<file path="config.mk">
export PLATFORM = sky130hd
export DESIGN_NAME = single_server_drop_tail_queue
export DESIGN_NICKNAME = d
export VERILOG_FILES = /design/src/sstq_pkg.sv /design/src/single_server_drop_tail_queue.sv /design/src/sstq_ram.sv /design/src/sstq_engine.sv
export SDC_FILE = /design/constraint.sdc
export NUM_CORES = 2
export LEC_CHECK = 0
export BUFFER_PORTS_ARGS = -buffer_cell sky130_fd_sc_hd__buf_2
export CAP_MARGIN = 25
export CORE_MARGIN = 2
export CORE_UTILIZATION = 45
export CTS_CLUSTER_SIZE = 8
export DETAILED_ROUTE_END_ITERATION = 6
export SLEW_MARGIN = 15
export SYNTH_ARGS = -nofsm -noshare
export SYNTH_HDL_FRONTEND = slang
export SYNTH_HIERARCHICAL = 1
export SYNTH_SLANG_ARGS = --single-unit
</file>
<file path="constraint.sdc">
create_clock -name clock -period 9.1 [get_ports clock]
set_clock_uncertainty 0.2 [all_clocks]
set_input_delay 0.91 -clock clock [delete_from_list [all_inputs] [get_ports clock]]
set_output_delay 0.91 -clock clock [all_outputs]
set_load 0.01 [all_outputs]
</file>
<file path="src/sstq_pkg.sv">
// Types and constants of the single-server drop-tail queue.
package sstq_pkg;

   localparam int DEPTH   = 64;
   localparam int PTR_W   = $clog2(DEPTH);
   localparam int LEN_W   = $clog2(DEPTH + 1);
   localparam int CMP_W   = (LEN_W > 7) ? LEN_W : 7;
   localparam int ID_W    = 16;
   localparam int ADDR_W  = 16;
   localparam int JOB_W   = ID_W + ADDR_W;
   localparam int TICK_W  = 16;
   localparam int COUNT_W = 7;
   localparam int CAP_W   = 8;

   typedef enum logic {
      CMD_ARRIVE = 1'b0,
      CMD_TICK   = 1'b1
   } command_type;

   typedef enum logic [2:0] {
      EV_NONE   = 3'd0,
      EV_START  = 3'd1,
      EV_QUEUED = 3'd2,
      EV_DROP   = 3'd3,
      EV_DONE   = 3'd4
   } event_type;

   typedef enum logic [1:0] {
      CSR_CAPACITY = 2'd0,
      CSR_SERVICE  = 2'd1,
      CSR_ADDRESS  = 2'd2
   } csr_index_type;

   typedef struct packed {
      command_type        command;
      logic [ID_W-1:0]    job_id;
      logic [ADDR_W-1:0]  job_address;
   } item_type;

   typedef struct packed {
      logic [CAP_W-1:0]   queue_capacity;
      logic [TICK_W-1:0]  service_ticks;
      logic [ADDR_W-1:0]  own_address;
   } cfg_type;

   typedef struct packed {
      event_type           event_kind;
      logic [ID_W-1:0]     out_job_id;
      logic [ADDR_W-1:0]   out_job_address;
      logic                route_local;
      logic [COUNT_W-1:0]  waiting_count;
   } result_type;

endpackage

</file>
<file path="src/single_server_drop_tail_queue.sv">
// Single server with a drop-tail FIFO waiting line: one arrival or tick per cycle while
// results are not stalled, one result for each. The rate of one item per cycle is set
// by the combinational update of the queue state; the waiting line is a 64-entry RAM
// whose head is read on completion and used from the next item on; no clearing pass
// follows reset. Write configuration only while no item is in flight.
module single_server_drop_tail_queue
   import sstq_pkg::*;
(
   input  logic        clock,
   input  logic        reset,
   input  logic        req_tvalid,
   output logic        req_tready,
   input  logic [31:0] req_tdata,   // job_id[15:0], job_address[31:16]
   input  logic [0:0]  req_tuser,   // command[0]
   output logic        rsp_tvalid,
   input  logic        rsp_tready,
   output logic [39:0] rsp_tdata,   // out_job_id[15:0], out_job_address[31:16],
                                    // waiting_count[38:32], zero[39]
   output logic [3:0]  rsp_tuser,   // event_kind[2:0], route_local[3]
   input  logic        csr_valid,
   output logic        csr_ready,
   input  logic [1:0]  csr_index,
   input  logic [15:0] csr_data
);

   logic       in_valid_ff, in_valid_in;
   item_type   in_item_ff, in_item_in;
   logic       rsp_valid_ff, rsp_valid_in;
   result_type rsp_ff, rsp_in;
   cfg_type    cfg_ff, cfg_in;
   result_type result;
   logic       advance;

   assign advance    = in_valid_ff && (!rsp_valid_ff || rsp_tready);
   assign req_tready = !in_valid_ff || advance;
   assign csr_ready  = 1'b1;

   sstq_engine u_engine (
      .clock   (clock),
      .reset   (reset),
      .advance (advance),
      .item    (in_item_ff),
      .cfg     (cfg_ff),
      .result  (result)
   );

   always_comb begin
      in_valid_in = in_valid_ff;
      in_item_in  = in_item_ff;
      if (req_tvalid && req_tready) begin
         in_valid_in = 1'b1;
         in_item_in  = '{command:     command_type'(req_tuser[0]),
                         job_id:      req_tdata[15:0],
                         job_address: req_tdata[31:16]};
      end else if (advance) begin
         in_valid_in = 1'b0;
      end
      rsp_valid_in = rsp_valid_ff;
      rsp_in       = rsp_ff;
      if (advance) begin
         rsp_valid_in = 1'b1;
         rsp_in       = result;
      end else if (rsp_tready) begin
         rsp_valid_in = 1'b0;
      end
      cfg_in = cfg_ff;
      if (csr_valid && csr_ready) begin
         unique case (csr_index)
            CSR_CAPACITY: cfg_in.queue_capacity = csr_data[CAP_W-1:0];
            CSR_SERVICE:  cfg_in.service_ticks  = csr_data;
            CSR_ADDRESS:  cfg_in.own_address    = csr_data;
            default: begin
               cfg_in = cfg_ff;
            end
         endcase
      end
   end

   always_ff @(posedge clock) begin
      if (reset) begin
         in_valid_ff  <= 1'b0;
         rsp_valid_ff <= 1'b0;
         cfg_ff       <= '{queue_capacity: '1, service_ticks: TICK_W'(1), own_address: '0};
      end else begin
         in_valid_ff  <= in_valid_in;
         rsp_valid_ff <= rsp_valid_in;
         cfg_ff       <= cfg_in;
      end
      in_item_ff <= in_item_in;
      rsp_ff     <= rsp_in;
   end

   assign rsp_tvalid = rsp_valid_ff;
   assign rsp_tdata  = {1'b0, rsp_ff.waiting_count, rsp_ff.out_job_address, rsp_ff.out_job_id};
   assign rsp_tuser  = {rsp_ff.route_local, rsp_ff.event_kind};

endmodule

</file>
<file path="src/sstq_ram.sv">
// Generic single-port-write, registered-read RAM.
module sstq_ram #(
   parameter int WIDTH = 32,
   parameter int DEPTH = 64
) (
   input  logic                     clock,
   input  logic                     wr_en,
   input  logic [$clog2(DEPTH)-1:0] wr_addr,
   input  logic [WIDTH-1:0]         wr_data,
   input  logic                     rd_en,
   input  logic [$clog2(DEPTH)-1:0] rd_addr,
   output logic [WIDTH-1:0]         rd_data
);

   logic [WIDTH-1:0] mem [DEPTH];
   logic [WIDTH-1:0] rd_data_ff;

   always_ff @(posedge clock) begin
      if (wr_en) begin
         mem[wr_addr] <= wr_data;
      end
      if (rd_en) begin
         rd_data_ff <= mem[rd_addr];
      end
   end

   assign rd_data = rd_data_ff;

endmodule

</file>
<file path="src/sstq_engine.sv">
// Queue and server state with the per-item update and result logic.
module sstq_engine
   import sstq_pkg::*;
(
   input  logic       clock,
   input  logic       reset,
   input  logic       advance,
   input  item_type   item,
   input  cfg_type    cfg,
   output result_type result
);

   logic [PTR_W-1:0]  head_ff, head_in, tail_ff, tail_in;
   logic [LEN_W-1:0]  len_ff, len_in;
   logic              busy_ff, busy_in;
   logic              from_ram_ff, from_ram_in;
   logic [TICK_W-1:0] ticks_ff, ticks_in;
   logic [JOB_W-1:0]  job_ff, job_in;

   logic              ram_we, ram_re;
   logic [JOB_W-1:0]  ram_rdata;
   logic [JOB_W-1:0]  arrival_job, serving_job, out_job;
   logic [TICK_W-1:0] load_ticks, ticks_dec;
   logic              full;

   sstq_ram #(.WIDTH(JOB_W), .DEPTH(DEPTH)) u_wait_store (
      .clock   (clock),
      .wr_en   (ram_we),
      .wr_addr (tail_ff),
      .wr_data (arrival_job),
      .rd_en   (ram_re),
      .rd_addr (head_ff),
      .rd_data (ram_rdata)
   );

   assign arrival_job = {item.job_id, item.job_address};
   assign serving_job = from_ram_ff ? ram_rdata : job_ff;
   assign load_ticks  = (cfg.service_ticks == '0) ? TICK_W'(1) : cfg.service_ticks;
   assign ticks_dec   = (ticks_ff != '0) ? ticks_ff - TICK_W'(1) : ticks_ff;
   assign full = (len_ff >= LEN_W'(DEPTH)) ||
                 (!cfg.queue_capacity[CAP_W-1] &&
                  (CMP_W'(len_ff) >= CMP_W'(cfg.queue_capacity[CAP_W-2:0])));

   always_comb begin
      head_in     = head_ff;
      tail_in     = tail_ff;
      len_in      = len_ff;
      busy_in     = busy_ff;
      from_ram_in = from_ram_ff;
      ticks_in    = ticks_ff;
      job_in      = job_ff;
      ram_we      = 1'b0;
      ram_re      = 1'b0;
      out_job     = '0;
      result      = '0;
      result.event_kind = EV_NONE;
      if (advance) begin
         if (item.command == CMD_ARRIVE) begin
            out_job = arrival_job;
            if (!busy_ff) begin
               busy_in     = 1'b1;
               job_in      = arrival_job;
               from_ram_in = 1'b0;
               ticks_in    = load_ticks;
               result.event_kind = EV_START;
            end else if (full) begin
               result.event_kind = EV_DROP;
            end else begin
               ram_we  = 1'b1;
               tail_in = (tail_ff == PTR_W'(DEPTH - 1)) ? '0 : tail_ff + PTR_W'(1);
               len_in  = len_ff + LEN_W'(1);
               result.event_kind = EV_QUEUED;
            end
         end else if (busy_ff) begin
            ticks_in = ticks_dec;
            if (ticks_dec == '0) begin
               out_job = serving_job;
               result.event_kind  = EV_DONE;
               result.route_local = (serving_job[ADDR_W-1:0] == cfg.own_address);
               if (len_ff == '0) begin
                  busy_in = 1'b0;
               end else begin
                  ram_re      = 1'b1;
                  from_ram_in = 1'b1;
                  head_in  = (head_ff == PTR_W'(DEPTH - 1)) ? '0 : head_ff + PTR_W'(1);
                  len_in   = len_ff - LEN_W'(1);
                  ticks_in = load_ticks;
               end
            end
         end
      end
      result.out_job_id      = out_job[JOB_W-1:ADDR_W];
      result.out_job_address = out_job[ADDR_W-1:0];
      result.waiting_count   = COUNT_W'(len_in);
   end

   always_ff @(posedge clock) begin
      if (reset) begin
         head_ff     <= '0;
         tail_ff     <= '0;
         len_ff      <= '0;
         busy_ff     <= 1'b0;
         from_ram_ff <= 1'b0;
         ticks_ff    <= '0;
      end else begin
         head_ff     <= head_in;
         tail_ff     <= tail_in;
         len_ff      <= len_in;
         busy_ff     <= busy_in;
         from_ram_ff <= from_ram_in;
         ticks_ff    <= ticks_in;
      end
      job_ff <= job_in;
   end

endmodule

</file>
==> out/summary.txt <==
core area - 193,000 um^2
worst-path fanout max - 59
initial antenna violation count - 14
Post-synth EDFFs - 2,188
register area - 67,300 um^2
WP data required - 9490 ps
Seq cells post-synth - 2,267
setup TNS - 0 ps
Hold Fails Final Rpt - 0
Synth async-reset ratio - 0
H-tree levels - 5
Critical Path End - u_engine/u_wait_store/mem[4][31]$_DFFE_PP_
die area - 198,000 um^2
CP Cell Sequence - nand2b_1 > and2_4 > buf_4 > nor2b_4 > buf_4 > o211ai_1 > clkinv_1 > nor2b_1 > nand2_1 > nor2_4 > buf_16
cells on worst reg2reg path - 11
Critical Path Stages - 11
commonest register cell after synthesis - edfxtp_1
family with the most delay on the worst path - simple AND/OR/NAND/NOR gates
HPWL Detailed - 135,000 um
min-delay worst type - primary input to flop
post-synth net total - 4,188
Synth-to-Final Area Change - 15.9%
Die W - 445 um
Max-Cap Viols - 0
CTS tree - built
leading cell type in the layout, fill and taps excluded - edfxtp_1
Critical Path End Type - flop
worst vdd ir - 0.000214 V
Worst Tran Pin Value - 1070 ps
outcome - finished, final reports clean
Yosys warnings - 6
CP bufs+invs - 4
I/O Pins - 103
RSZ-0062 raised after global routing - no
post_cts resized - 0
CP startpoint - rsp_tvalid$_SDFFE_PP0P_
Most Frequent Cell on Critical Path - buf_4
post-synthesis sequential area ratio - 0.768
maximum clock path buffer count - 4
FILL cells - 14,800
# setup viols final - 0
port buffer count - 100
total number of vias - 43,900
total CTS buffers - 334
Avg WL per Cell - 32.0 um
clock sinks - 2,267
clk_lat worst skew - 930 ps
minimum clock period - 5120 ps
Rel. slew slack - 0.287
fmax - 0.195 GHz
vias in the first global route - 43,600
# DRC - 0
R2R Path End - u_engine/u_wait_store/mem[4][31]$_DFFE_PP_
clk root buf - clkbuf_16
Final ANT Viol Nets - 0
Congestion Overflow GR - 0
cell area after synthesis - 87,600 um^2
via/cell ratio - 6.18
placer congestion estimate - 0.852
commonest cells after routing, fill and taps aside - edfxtp_1, mux4_2, clkbuf_16
gate count of the mapped netlist - 4,116
global-route wire length before repair - 323,000 um
Synth Area per Inst - 21.3 um^2
critical path type - flop to flop
starting density of the core - 0.454
GRT Resource Usage Total - 0.229
# nets final - 4,584
maximum number of pins on one net before global-route repair - 108
fin. max-slew vios - 0
Cell variety after synth - 76
Die Y - 445 um
R2R setup slack - 3980 ps
CP max stage cell - nor2_4
Worst-path clk slew - 50 ps
area occupied by multi-input gates - 19,600 um^2
max incr delay on CP - 810 ps
layout cell share with drive strength beyond 1 - 0.272
num rows - 161
Crit path arrival time - 5510 ps
Final Hold Slack - 82.0 ps
R2R Path Start - rsp_tvalid$_SDFFE_PP0P_
first-pass iteration count of the detailed router - 6
PwrDens - 223 nW/um^2
startpoint types - flop
final worst-path cycle share - 0.563
DRT iter0 DRCs - 5,321
final WL - 227,000 um
leakage power - 31.1 nW
[worst min path at each step]
stage	from	to	cells after the start
5_1_grt	csr_data[6]	cfg_ff[38]$_SDFFE_PP1P_	3
2_1_floorplan	in_valid_ff$_SDFFE_PP0P_	rsp_tvalid$_SDFFE_PP0P_	2
3_5_place_dp	in_valid_ff$_SDFFE_PP0P_	rsp_tvalid$_SDFFE_PP0P_	2
4_1_cts	csr_data[6]	cfg_ff[38]$_SDFFE_PP1P_	3
3_3_place_gp	in_valid_ff$_SDFFE_PP0P_	rsp_tvalid$_SDFFE_PP0P_	2
6_report	csr_data[4]	cfg_ff[36]$_SDFFE_PP1P_	3
[what timing repair did]
item	CTS	global route
setup buffers	0	0
hold endpoints to repair	34	0
hold buffers	34	0
[cell families after synthesis]
logic type / Yosys count / share of synthesized area
and+or+nand+nor: 500 / 0.0283
AOI/OAI and AO/OA: 339 / 0.0249
adders and majority gates: 16 / 0.00229
muxes: 716 / 0.160
other: 2 / 0.0000858
xor gates and xnor gates: 24 / 0.00240
buffers and inverters: 252 / 0.0141
DFF: 2267 / 0.768
[state kept, by name (all words and copies together) (netlist names), 7 cells and up]
register,cells
in_item_ff,33
cfg_ff,40
u_engine/job_ff,32
u_engine/u_wait_store/rd_data,32
rsp_tdata,39
u_engine/u_wait_store/mem,2048
u_engine/ticks_ff,16
u_engine/len_ff,7
[where the power goes]
part           internal, W  switching [W]
Combinational     0.000110       0.000360
Clock              0.00658        0.00408
Sequential          0.0115      0.0000242
[metal layers]
layer / routed length, um / GRT usage / part of all wire / up-vias
met5: 7 / 0 / 0.000031 / -
met4: 7500 / 0.0788 / 0.033 / 2
met2: 106000 / 0.351 / 0.47 / 1991
met3: 17700 / 0.0385 / 0.078 / 348
li1: - / - / - / 17900
met1: 95800 / 0.336 / 0.42 / 23700
[per-stage QoR]
step	worst slack [ps]	utilization	instance area, um^2	std cells	total power (W)
finish	3980	0.526	101000	7107	0.0227
global route	3760	0.526	101000	7102	0.0233
CTS	3890	0.525	101000	7096	0.0229
detailed placement	3220	0.478	92300	6663	0.0122
global placement	3100	0.475	91600	6637	0.0122
floorplan	2790	-	87600	4116	0.0120
[final cells by class]
cell class                 count  share of cell area
sequential                  2267               0.663
clock inverter                12            0.000888
tap                         2526              0.0311
timing repair buffer         289              0.0256
antenna                        6            0.000148
inverter                      23            0.000851
clock buffer                 387              0.0856
multi-input combinational   1597               0.193
[cells in the mapped netlist (11+ instances only)]
| master | number | area share |
|---|---|---|
| nor2_1 | 187 | 0.0080 |
| ha_1 | 16 | 0.0023 |
| mux2i_1 | 170 | 0.019 |
| o22ai_1 | 89 | 0.0064 |
| nor4_1 | 16 | 0.0011 |
| dfxtp_1 | 79 | 0.018 |
| buf_6 | 11 | 0.0014 |
| nand3_1 | 20 | 0.0011 |
| buf_1 | 22 | 0.00094 |
| nand2_1 | 95 | 0.0041 |
| buf_2 | 65 | 0.0037 |
| edfxtp_1 | 2188 | 0.75 |
| o221ai_1 | 27 | 0.0027 |
| clkbuf_1 | 102 | 0.0044 |
| nor3_1 | 22 | 0.0013 |
| inv_1 | 22 | 0.00094 |
| a21oi_1 | 92 | 0.0053 |
| nand4_1 | 13 | 0.00093 |
| nor2b_1 | 18 | 0.0013 |
| mux4_2 | 544 | 0.14 |
| a22oi_1 | 16 | 0.0014 |
| nand2b_1 | 59 | 0.0042 |
| o21ai_0 | 50 | 0.0029 |
| xnor2_1 | 20 | 0.0020 |
| buf_4 | 28 | 0.0024 |
[tightest hold or removal path: cells and delay by family]
kind / cells / cell delay (ps)
muxes: 1 / 120
buffers and inverters: 1 / 90
and+or+nand+nor: 1 / 40
(Power assumes the default switching activity.)
